<file path="src/rtl/gvc_pkg.sv">
// ----------------------------------------------------------------------------
// gvc_pkg
// Shared types and constants of the greedy vertex-cut edge assigner.
// ----------------------------------------------------------------------------
package gvc_pkg;

  localparam int NODE_ID_W  = 16;
  localparam int WEIGHT_IN_W = 16;
  localparam int DEGREE_W   = 24;
  localparam int RANDOM_W   = 16;
  localparam int PART_OUT_W = 4;
  localparam int CASE_W     = 3;
  localparam int EDGE_W     = 32;
  localparam int WEIGHT_W   = 48;
  localparam int CFG_W      = 5;
  // remainder register of the tie-pick divider: tie count up to 128, shifted
  localparam int DIV_REM_W  = 8;
  localparam int DIV_STEP_W = 4;

  localparam logic [CASE_W-1:0] CASE_BOTH_NEW   = 3'd0;
  localparam logic [CASE_W-1:0] CASE_FOLLOW_SRC = 3'd1;
  localparam logic [CASE_W-1:0] CASE_FOLLOW_DST = 3'd2;
  localparam logic [CASE_W-1:0] CASE_SHARED     = 3'd3;
  localparam logic [CASE_W-1:0] CASE_SPLIT      = 3'd4;

  typedef struct packed {
    logic     clr_step;
    logic     load;
    logic     wrap_q;
    logic     wrap_r;
    logic     div_start;
    logic     div_step;
    logic     cap_mask;
    logic     scan1_step;
    logic     scan2_step;
    logic     update;
    logic     wr2;
  } dp_cmd_t;

  typedef struct packed {
    logic clr_last;
    logic div_last;
    logic scan_last;
    logic pick_hit;
    logic out_free;
    logic is_both_new;
  } dp_sts_t;

endpackage

</file>
<file path="src/rtl/gvc_ctrl.sv">
// ----------------------------------------------------------------------------
// gvc_ctrl
// Controller: sequences clearing, node wrap, mask read, scans, tie division and update.
// ----------------------------------------------------------------------------
module gvc_ctrl (
  input  logic             clk,
  input  logic             rst_n,
  input  logic             in_valid,
  output logic             in_ready,
  output gvc_pkg::dp_cmd_t cmd,
  input  gvc_pkg::dp_sts_t sts
);
  import gvc_pkg::*;

  typedef enum logic [3:0] {
    ST_CLEAR,
    ST_IDLE,
    ST_WRAP_Q,
    ST_WRAP_R,
    ST_READ,
    ST_CAP,
    ST_SCAN1,
    ST_DIV_R,
    ST_SCAN2,
    ST_UPD,
    ST_WR2
  } state_t;

  state_t state_r, state_nxt;

  always_comb begin
    state_nxt = state_r;
    cmd       = '0;
    in_ready  = 1'b0;
    case (state_r)
      ST_CLEAR: begin
        cmd.clr_step = 1'b1;
        if (sts.clr_last) state_nxt = ST_IDLE;
      end
      ST_IDLE: begin
        in_ready = 1'b1;
        if (in_valid) begin
          cmd.load  = 1'b1;
          state_nxt = ST_WRAP_Q;
        end
      end
      ST_WRAP_Q: begin
        cmd.wrap_q = 1'b1;
        state_nxt  = ST_WRAP_R;
      end
      ST_WRAP_R: begin
        cmd.wrap_r = 1'b1;
        state_nxt  = ST_READ;
      end
      ST_READ: state_nxt = ST_CAP;
      ST_CAP: begin
        cmd.cap_mask = 1'b1;
        state_nxt    = ST_SCAN1;
      end
      ST_SCAN1: begin
        cmd.scan1_step = 1'b1;
        if (sts.scan_last) begin
          cmd.div_start = 1'b1;
          state_nxt     = ST_DIV_R;
        end
      end
      ST_DIV_R: begin
        cmd.div_step = 1'b1;
        if (sts.div_last) state_nxt = ST_SCAN2;
      end
      ST_SCAN2: begin
        cmd.scan2_step = 1'b1;
        if (sts.pick_hit) state_nxt = ST_UPD;
      end
      ST_UPD: begin
        if (sts.out_free) begin
          cmd.update = 1'b1;
          state_nxt  = sts.is_both_new ? ST_WR2 : ST_IDLE;
        end
      end
      ST_WR2: begin
        cmd.wr2   = 1'b1;
        state_nxt = ST_IDLE;
      end
      default: state_nxt = ST_IDLE;
    endcase
  end

  always_ff @(posedge clk) begin
    if (!rst_n) begin
      state_r <= ST_CLEAR;
    end else begin
      state_r <= state_nxt;
    end
  end

endmodule

</file>
<file path="config.mk">
export PLATFORM = sky130hd
export DESIGN_NAME = gvc_ctrl
export DESIGN_NICKNAME = d
export VERILOG_FILES = /design/src/rtl/gvc_pkg.sv /design/src/rtl/gvc_ctrl.sv
export SDC_FILE = /design/constraint.sdc
export NUM_CORES = 1
export LEC_CHECK = 0
export ABC_AREA = 1
export ABC_CLOCK_PERIOD_IN_PS = 1500
export BUFFER_PORTS_ARGS = -buffer_cell sky130_fd_sc_hd__clkbuf_2
export CORE_AREA = 2 2 39 41
export DETAILED_ROUTE_END_ITERATION = 16
export DIE_AREA = 0 0 41 43
export MAX_ROUTING_LAYER = met4
export PLACE_DENSITY = 0.68
export SYNTH_ARGS = -nofsm -noshare
export SYNTH_HDL_FRONTEND = slang
export SYNTH_SLANG_ARGS = --single-unit
</file>
<file path="constraint.sdc">
create_clock -name clk -period 1.5 [get_ports clk]
set_input_delay 0.075 -clock clk [delete_from_list [all_inputs] [get_ports clk]]
set_output_delay 0.075 -clock clk [all_outputs]
set_load 0.02 [all_outputs]
</file>
==> out/metrics.json, run 1 <==
{
  "outcome": "completed",
  "detailroute.via_count": 489,
  "final-setup-viol-count": 0,
  "worst_ep_required_time_ns": 1.42,
  "overflow": 0,
  "fin_crit_share": 0.901,
  "design.core.area_um2": 1380,
  "instances_no_fill": 115,
  "mappedNetlistArea_um2": 412,
  "final_max_slew_viol_count": 0,
  "floorplan.initialDensity": 0.297,
  "ant_nets": 0,
  "cp_cell_sequence": "nor2_1 -> inv_1 -> nor3_1 -> clkbuf_2",
  "remaining_drc_errors": 0,
  "cts_setup_buffers": 0,
  "yosys_warnings": 0,
  "power.ir.vdd_worst_uv": 713,
  "drv_cap": 0,
  "ys_seq_elements": 4,
  "timing.max_slew.rel_slack": 0.816,
  "ctsHoldBuffers": 0,
  "number_of_flip_flops_under_the_largest_register_name": 4,
  "arrival_time_of_data_at_the_critical_path_endpoint_ns": 1.28,
  "ctsLongestPathBuffers": 2,
  "timing_worst_slew_pin_value_ns": 0.275,
  "power_per_cell_area_nw_per_um2": 2090,
  "dieWidth_um": 41,
  "numPlacedInstances": 112,
  "critical_path.endpoint_type": "primary output",
  "grt_setup_unrepaired": "false",
  "total_power_mw": 1.16,
  "drt_first_pass_iters": 2,
  "tritoncts": "yes",
  "overall_fraction_of_global_route_tracks_in_use": 0.128,
  "cts.sink_count": 4,
  "routed_wirelength_um": 967,
  "cts.reportedPaths.clkPinSlew_ns": 0.04,
  "drt_iter0_markers": 4,
  "synthesized_area_per_cell_um2": 5.42,
  "grt_pass1_wl_um": 1500,
  "hold_path_class": "in -> reg",
  "resized_cells_post_cts": 0,
  "grt_pass1_vias": 402,
  "hold_viol_final": 0,
  "critical_path.max_stage_delay_ns": 0.34,
  "grt_start_max_net_pins": 8,
  "total_negative_slack_ns": 0,
  "ant_diodes": 0,
  "fmax_mhz": 740,
  "h-tree-depth": 1,
  "crit_type": "reg -> out",
  "number_of_standard_cells_after_synthesis": 76,
  "synth_sequential_area_ratio": 0.195,
  "clock_skew_ns": 0.00455,
  "fin_nets": 110,
  "die_y_um": 43,
  "clock-root-buffer": "sky130_fd_sc_hd__clkbuf_4",
  "share_of_layout_cells_above_drive_strength_1": 0.394,
  "timing.hold.ws_ns": 0.0970,
  "netlist-cell-type-count": 13,
  "routabilityCongestion": 0.790,
  "critical_path_buf_inv_count": 2,
  "port-buffer-count": 20,
  "critPathSlowestCell": "sky130_fd_sc_hd__dfxtp_1",
  "syn_to_final_growth_pct": 34.7,
  "critical_path_peak_fanout": 5,
  "total_leakage_power_nw": 0.338,
  "antenna_found_initial": 0,
  "clk-insertion-delay-late_ns": 0.23,
  "detail_route.vias_per_cell": 4.25,
  "timing.final.ws_setup_ns": 0.149,
  "dp_hpwl_um": 832,
  "mappedNetlistNets": 85,
  "num-fill-cells": 174,
  "number_of_top_level_design_ports": 21,
  "die_outline_area_um2": 1760,
  "core.rowCount": 14,
  "wire_per_inst_um": 8.41,
  "place_ws_ns": 0.256,
  "cp_top_family": "simple AND/OR/NAND/NOR gates",
  "finalWorstPathRequiredPeriod_ns": 1.35,
  "biggestRegsByFlops": "state_r: 4 flops",
  "timing.reg2reg.setup_slack_ns": 0.25,
  "tritoncts.num_buffers": 3,
  "worst_setup_path_start_kind": "flip-flop",
  "max_flop_register": "state_r"
}
[final timing paths]
kind,startpoint,cells after the start,end
worst min register to register,state_r[3],4,state_r[3]
worst max-delay path,state_r[2],4,cmd[10]
worst min-delay path,rst_n,3,state_r[3]
worst max register to register,state_r[1],8,state_r[0]
[metal layers]
layer | track usage | vias to the layer above | wire [um]
li1 | - | 271 | -
met5 | - | - | 0
met1 | 0.148 | 201 | 444
met2 | 0.197 | 17 | 443
met4 | 0.0800 | 0 | 0
met3 | 0.0157 | 0 | 79
[kinds of logic (layout without fill, tap and decap cells)]
group,Yosys count,count (layout),share of synthesized area
buffers and inverters,17,40,0.155
AO/OA/AOI/OAI,3,3,0.0426
flip-flops,4,4,0.195
AND/OR/NAND/NOR,52,52,0.608
[area by class of cell]
cell class	instances	area (um^2)	area share
clock buffer	3	22.5	0.0406
inverter	17	63.8	0.115
sequential	4	80.1	0.144
tap	16	20.0	0.0361
timing repair buffer	20	100	0.181
multi-input combinational	55	268	0.483
[metrics by stage]
stage	instance area (um^2)	utilization
after floorplan	412	-
final	554	0.401
after global placement	532	0.384
after global routing	554	0.401
after detailed placement	532	0.384
after CTS	554	0.401
[tightest hold or removal path: stages]
cell and delay [ns]:
sky130_fd_sc_hd__clkbuf_2 0.10, sky130_fd_sc_hd__nand2_1 0.08, sky130_fd_sc_hd__nor2_2 0.03
[cells in the mapped netlist]
cell / instances / area share
sky130_fd_sc_hd__dfxtp_1: 4 / 0.19
sky130_fd_sc_hd__inv_1: 12 / 0.11
sky130_fd_sc_hd__inv_2: 5 / 0.046
sky130_fd_sc_hd__nand2_1: 16 / 0.15
sky130_fd_sc_hd__nand2_2: 5 / 0.076
sky130_fd_sc_hd__nand2_4: 1 / 0.027
sky130_fd_sc_hd__nand3_1: 6 / 0.073
sky130_fd_sc_hd__nor2_1: 15 / 0.14
sky130_fd_sc_hd__nor2_2: 3 / 0.046
sky130_fd_sc_hd__nor2_4: 2 / 0.055
sky130_fd_sc_hd__nor3_1: 4 / 0.049
sky130_fd_sc_hd__o21ai_0: 2 / 0.024
sky130_fd_sc_hd__o31ai_1: 1 / 0.018
[report_power, final]
part	total, mW	switching, mW	leakage, nW	internal, mW
clock	0.131	0.0416	0.0138	0.0893
sequential	0.231	0.0745	0.0332	0.157
combinational	0.798	0.534	0.291	0.264
[placed cells by master (no fill, tap or decap), drive strengths merged]
master / Yosys / layout
o21ai: 2 / 2
dfxtp: 4 / 4
o31ai: 1 / 1
nand3: 6 / 6
nor3: 4 / 4
nand2: 22 / 22
inv: 17 / 17
nor2: 20 / 20
clkbuf: 0 / 23
Note: power is estimated with default switching activity, not from simulation.
==> run 2, diff against run 1 <==
Settings changed: CELL_PAD_IN_SITES_DETAIL_PLACEMENT set to 1, CELL_PAD_IN_SITES_GLOBAL_PLACEMENT set to 2, CORE_AREA 2 2 39 41 to not set, CORE_UTILIZATION set to 19, DIE_AREA 0 0 41 43 to not set, PLACE_DENSITY 0.68 to 0.84.
==> run 2 against run 1 <==
Final area increased by 2.9%. Cell count grew 9.6%. First-iteration DRC count unchanged. Register-to-register slack worse by 0.08 ns. Core utilization shrank 12 points. Worst setup slack lost 0.0066 ns. Die area increased by 34%. Clock skew down 0.0024 ns. Largest cell class unchanged.
==> out/metrics.json, run 2 (synthesis results as in run 1) <==
{
  "outcome": "completed",
  "num-fill-cells": 295,
  "dp_hpwl_um": 1020,
  "cell_internal_pwr_mw": 0.514,
  "total_leakage_power_nw": 0.339,
  "leading_cell_type_in_the_layout_fill_and_taps_excluded": "sky130_fd_sc_hd__clkbuf_2",
  "share_of_layout_cells_above_drive_strength_1": 0.404,
  "tritoncts": "yes",
  "max_flop_register": "state_r",
  "ctsHoldBuffers": 0,
  "routabilityCongestion": 0.744,
  "p_sw_mw": 0.675,
  "switching_share": 0.568,
  "fin_crit_share": 0.905,
  "drt_first_pass_iters": 4,
  "cts.sink_count": 4,
  "footprint_of_the_multi_input_gates_um2": 270,
  "ant_diodes": 0,
  "biggestRegsByFlops": "state_r: 4 flops",
  "clock_skew_ns": 0.00211,
  "arrival_time_of_data_at_the_critical_path_endpoint_ns": 1.28,
  "final-setup-viol-count": 0,
  "grt_setup_unrepaired": "false",
  "ctsLongestPathBuffers": 2,
  "detailroute.via_count": 502,
  "clock-root-buffer": "sky130_fd_sc_hd__clkbuf_4",
  "routed_wirelength_um": 1180,
  "critical_path.endpoint_type": "primary output",
  "total_negative_slack_ns": 0,
  "clkPwrFrac": 0.112,
  "wire_per_inst_um": 9.33,
  "share_comb_of_total_power": 0.687,
  "dieWidth_um": 48.5,
  "critical_path_peak_fanout": 5,
  "register_area_um2": 80.1,
  "h-tree-depth": 1,
  "grt_pass1_vias": 505,
  "power_per_cell_area_nw_per_um2": 2080,
  "cp_cell_sequence": "nor2_2 -> inv_1 -> nor3_1 -> clkbuf_2",
  "overall_fraction_of_global_route_tracks_in_use": 0.124,
  "die_outline_area_um2": 2360,
  "utilization": 0.285,
  "floorplan.initialDensity": 0.206,
  "critPathSlowestCell": "sky130_fd_sc_hd__dfxtp_1",
  "ant_nets": 0,
  "drv_cap": 0,
  "number_of_flip_flops_under_the_largest_register_name": 4,
  "fin_nets": 110,
  "clk-insertion-delay-late_ns": 0.24,
  "grt_pass1_wl_um": 2200,
  "cts.reportedPaths.clkPinSlew_ns": 0.04,
  "fmax_mhz": 736,
  "resized_cells_post_cts": 0,
  "timing_worst_slew_pin_value_ns": 0.245,
  "design.core.area_um2": 2000,
  "number_of_top_level_design_ports": 21,
  "overflow": 0,
  "die_y_um": 48.5,
  "grt_start_max_net_pins": 8,
  "final_max_slew_viol_count": 0,
  "timing.max_slew.rel_slack": 0.836,
  "share_seq_of_total_power": 0.201,
  "port-buffer-count": 20,
  "hold_path_class": "in -> reg",
  "worst_ep_required_time_ns": 1.42,
  "power.ir.vdd_worst_uv": 795,
  "final_cell_mix": "sky130_fd_sc_hd__clkbuf_2 (20), sky130_fd_sc_hd__nand2_1 (16), sky130_fd_sc_hd__nor2_1 (14), sky130_fd_sc_hd__inv_1 (12), sky130_fd_sc_hd__nand3_1 (6)",
  "antenna_found_initial": 0,
  "worst_setup_path_start_kind": "flip-flop",
  "cts_setup_buffers": 0,
  "tritoncts.num_buffers": 3,
  "crit_type": "reg -> out",
  "remaining_drc_errors": 0,
  "hold_viol_final": 0,
  "syn_to_final_growth_pct": 38.6,
  "finalWorstPathRequiredPeriod_ns": 1.36,
  "core.rowCount": 16,
  "detail_route.vias_per_cell": 3.98,
  "critical_path.max_stage_delay_ns": 0.35,
  "drt_iter0_markers": 4
}
[run 2: final cells by class]
cell class / count / area share
Inverter: 17 / 0.112
Multi-Input combinational cell: 55 / 0.474
Tap cell: 27 / 0.0592
Clock buffer: 3 / 0.0395
Sequential cell: 4 / 0.140
Timing Repair Buffer: 20 / 0.175
[run 2: power by group through the flow]
stage	Combinational (mW)	Clock (mW)	Sequential, mW
after floorplan	0.634	0	0.218
after global placement	0.822	0	0.238
after detailed placement	0.822	0	0.237
after CTS	0.826	0.141	0.235
after global routing	0.927	0.148	0.249
final	0.816	0.133	0.239
[run 2: path summary, 6_finish.rpt]
path | from | end | slack [ns] | cells after the start
hold reg to reg | state_r[0] | state_r[0] | 0.62 | 3
setup reg to reg | state_r[3] | state_r[0] | 0.17 | 9
hold / removal | rst_n | state_r[3] | 0.10 | 3
setup / recovery | state_r[2] | cmd[10] | 0.14 | 4
[run 2: routing by layer]
layer,routed length (um),GRT usage,part of all wire
met3,62,0.0409,0.053
met4,14,0.0588,0.012
met2,490,0.176,0.42
met1,608,0.158,0.52
met5,0,-,0
[run 2: critical path, delay by kind of cell (launching register included)]
family                 cells  cell delay (ns)
buffers and inverters      2             0.31
AND/OR/NAND/NOR            2             0.38
flip-flops                 1             0.35
[run 2: stage by stage]
stage,hold slack (ns),instances,power [mW],area [um^2],worst slack (ns)
after floorplan,0.202,76,0.852,412,0.300
final,0.103,126,1.19,571,0.142
after CTS,0.102,126,1.20,568,0.0194
after global placement,0.341,123,1.06,546,0.194
after global routing,0.107,126,1.32,571,0.0349
after detailed placement,0.351,123,1.06,546,0.185
==> run 3, diff against run 2 <==
Settings changed: ABC_AREA 1 to not set, CORE_UTILIZATION 19 to 21.
==> run 3 against run 2 <==
Final area increased by 5.5%. Worst setup slack worse by 0.057 ns. Critical path depth is the same. Synthesized cell count fell by 30%.
==> out/metrics.json, run 3 <==
{
  "outcome": "completed",
  "hold_viol_final": 0,
  "synth.top_cells.by_count": "sky130_fd_sc_hd__nor2_1 (6), sky130_fd_sc_hd__dfxtp_1 (4), sky130_fd_sc_hd__inv_1 (4), sky130_fd_sc_hd__nor3_1 (4)",
  "critical_path_peak_fanout": 4,
  "cts.reportedPaths.clkPinSlew_ns": 0.04,
  "grt_start_max_net_pins": 16,
  "dp_hpwl_um": 882,
  "timing_worst_slew_pin_value_ns": 0.426,
  "routabilityCongestion": 0.732,
  "worst_ep_required_time_ns": 1.65,
  "overflow": 0,
  "final_max_slew_viol_count": 0,
  "synth_area_leaders": "sky130_fd_sc_hd__dfxtp_1 (20%), sky130_fd_sc_hd__nor2_1 (5.7%), sky130_fd_sc_hd__nor3_1 (5.1%)",
  "critical_path.endpoint_type": "flip-flop",
  "fmax_mhz": 707,
  "die_y_um": 45.3,
  "netlist-cell-type-count": 28,
  "grt_pass1_vias": 453,
  "post_synthesis_compound_gate_area_fraction": 0.245,
  "grt_pass1_wl_um": 1970,
  "ctsLongestPathBuffers": 2,
  "timing.max_slew.rel_slack": 0.716,
  "total_leakage_power_nw": 0.293,
  "number_of_flip_flops_under_the_largest_register_name": 4,
  "total_negative_slack_ns": 0,
  "clock_skew_ns": 0.000843,
  "arrival_time_of_data_at_the_critical_path_endpoint_ns": 1.57,
  "ctsHoldBuffers": 0,
  "yosys.cell_count.top_type": "sky130_fd_sc_hd__nor2_1",
  "biggestRegsByFlops": "state_r: 4 flops",
  "floorplan.initialDensity": 0.225,
  "synth-simple-area-share": 0.379,
  "detail_route.vias_per_cell": 4.51,
  "combinational_family_with_the_most_area_after_synthesis": "simple AND/OR/NAND/NOR gates",
  "max_flop_register": "state_r",
  "tritoncts.num_buffers": 3,
  "overall_fraction_of_global_route_tracks_in_use": 0.134,
  "fin_crit_share": 0.943,
  "final-setup-viol-count": 0,
  "async_s_r_ff_share_synth": 0,
  "mappedNetlistArea_um2": 393,
  "dominantRegCellSynth": "sky130_fd_sc_hd__dfxtp_1",
  "number_of_standard_cells_after_synthesis": 53,
  "fin_nets": 89,
  "post_synth_edffs": 0,
  "timing.reg2reg.setup_slack_ns": 0.09,
  "num-fill-cells": 229,
  "drt_iter0_markers": 3,
  "dieWidth_um": 45.3,
  "finalWorstPathRequiredPeriod_ns": 1.41,
  "synth_xor_area_frac": 0,
  "power.ir.vdd_worst_uv": 340,
  "core.rowCount": 15,
  "number_of_top_level_design_ports": 21,
  "drv_cap": 0,
  "final_cell_mix": "sky130_fd_sc_hd__clkbuf_2 (19), sky130_fd_sc_hd__buf_4 (7), sky130_fd_sc_hd__nor2_1 (6), sky130_fd_sc_hd__inv_1 (4)",
  "leading_cell_type_in_the_layout_fill_and_taps_excluded": "sky130_fd_sc_hd__clkbuf_2",
  "die_outline_area_um2": 2050,
  "yosysTopAreaCellShare": 0.204,
  "synth_fa_ha_area_frac": 0,
  "synthesized_area_per_cell_um2": 7.41,
  "drt_first_pass_iters": 2,
  "detailroute.via_count": 465,
  "synth_sequential_area_ratio": 0.204,
  "synth_mux_area_frac": 0.0637,
  "routed_wirelength_um": 1140,
  "design.core.area_um2": 1750,
  "clk-insertion-delay-late_ns": 0.23,
  "worst_setup_path_start_kind": "flip-flop",
  "ant_diodes": 0,
  "antenna_found_initial": 0,
  "port-buffer-count": 20,
  "yosys_warnings": 0,
  "mappedNetlistNets": 62,
  "tritoncts": "yes",
  "wire_per_inst_um": 11.0,
  "cts.sink_count": 4,
  "total_power_mw": 0.476,
  "remaining_drc_errors": 0,
  "clock-root-buffer": "sky130_fd_sc_hd__clkbuf_4",
  "crit_type": "reg -> reg",
  "share_of_layout_cells_above_drive_strength_1": 0.526,
  "hold_path_class": "in -> reg",
  "ant_nets": 0,
  "yosys.area.top_type": "sky130_fd_sc_hd__dfxtp_1",
  "power_per_cell_area_nw_per_um2": 792,
  "h-tree-depth": 1,
  "syn_to_final_growth_pct": 53.2,
  "ys_seq_elements": 4
}
run 3: changes by cell type in the layout (fill, tap and decap cells not counted), moves of 3 or more:
| cell | before | now |
|---|---|---|
| sky130_fd_sc_hd__buf_4 | 0 | 7 |
| sky130_fd_sc_hd__dfxtp_1 | 4 | 1 |
| sky130_fd_sc_hd__dfxtp_2 | 0 | 3 |
| sky130_fd_sc_hd__inv_1 | 12 | 4 |
| sky130_fd_sc_hd__inv_2 | 5 | 0 |
| sky130_fd_sc_hd__nand2_1 | 16 | 2 |
| sky130_fd_sc_hd__nand2_2 | 5 | 0 |
| sky130_fd_sc_hd__nand3_1 | 6 | 0 |
| sky130_fd_sc_hd__nor2_1 | 14 | 6 |
| sky130_fd_sc_hd__nor2_2 | 4 | 0 |
run 3: cell type report:
type | count | area [um^2] | share of cell area
Clock buffer | 3 | 22.5 | 0.0374
Inverter | 4 | 15.0 | 0.0249
Multi-Input combinational cell | 40 | 290 | 0.482
Sequential cell | 4 | 83.8 | 0.139
Tap cell | 25 | 31.3 | 0.0520
Timing Repair Buffer | 27 | 159 | 0.264
run 3: what timing repair did:
action / in CTS / in global routing
endpoints found under the hold margin: 0 / 0
pin swaps: 0 / 1
endpoints found under the setup margin: 3 / 5
gates resized for setup: 4 / 6
buffers inserted: 0 / 2
gates cloned: 0 / 0
run 3: logic make-up after synthesis:
group	count (synthesis)
multiplexers	2
AND/OR/NAND/NOR	25
buffers and inverters	9
flip-flops	4
AO/OA/AOI/OAI	13
run 3: power breakdown:
| part | internal, mW | switching, mW |
|---|---|---|
| combinational | 0.0975 | 0.115 |
| clock | 0.0894 | 0.0428 |
| sequential | 0.119 | 0.0132 |
| total | 0.305 | 0.171 |
run 3: routing by layer:
layer,vias up,global-route usage,share of wire
met1,210,0.173,0.46
met5,-,-,0
met3,0,0.0400,0.053
met2,15,0.209,0.49
met4,0,0.0182,0
li1,240,-,-
run 3: critical path, cell delays in order (launching register included):
cell and delay (ns):
sky130_fd_sc_hd__dfxtp_2 0.33, sky130_fd_sc_hd__mux2_4 0.29, sky130_fd_sc_hd__or3_4 0.35, sky130_fd_sc_hd__and4_4 0.19, sky130_fd_sc_hd__a211oi_2 0.16
run 3: final timing paths:
| check | start | to | depth (start not counted) |
|---|---|---|---|
| max | state_r[0] | state_r[0] | 4 |
| min reg2reg | state_r[0] | state_r[0] | 2 |
| max reg2reg | state_r[0] | state_r[0] | 4 |
| min | rst_n | state_r[0] | 3 |
run 3: per-stage QoR:
step           setup WS [ns]  hold WS (ns)  instance area [um^2]  cells   util
6_report              0.0853        0.0860                   602    103  0.345
5_1_grt              -0.0239        0.0995                   602    103  0.345
4_1_cts               0.0159        0.0861                   574    101  0.329
3_5_place_dp          0.0577         0.336                   539     98  0.309
3_3_place_gp          0.0781         0.331                   539     98  0.309
2_1_floorplan         0.0199         0.199                   398     53      -
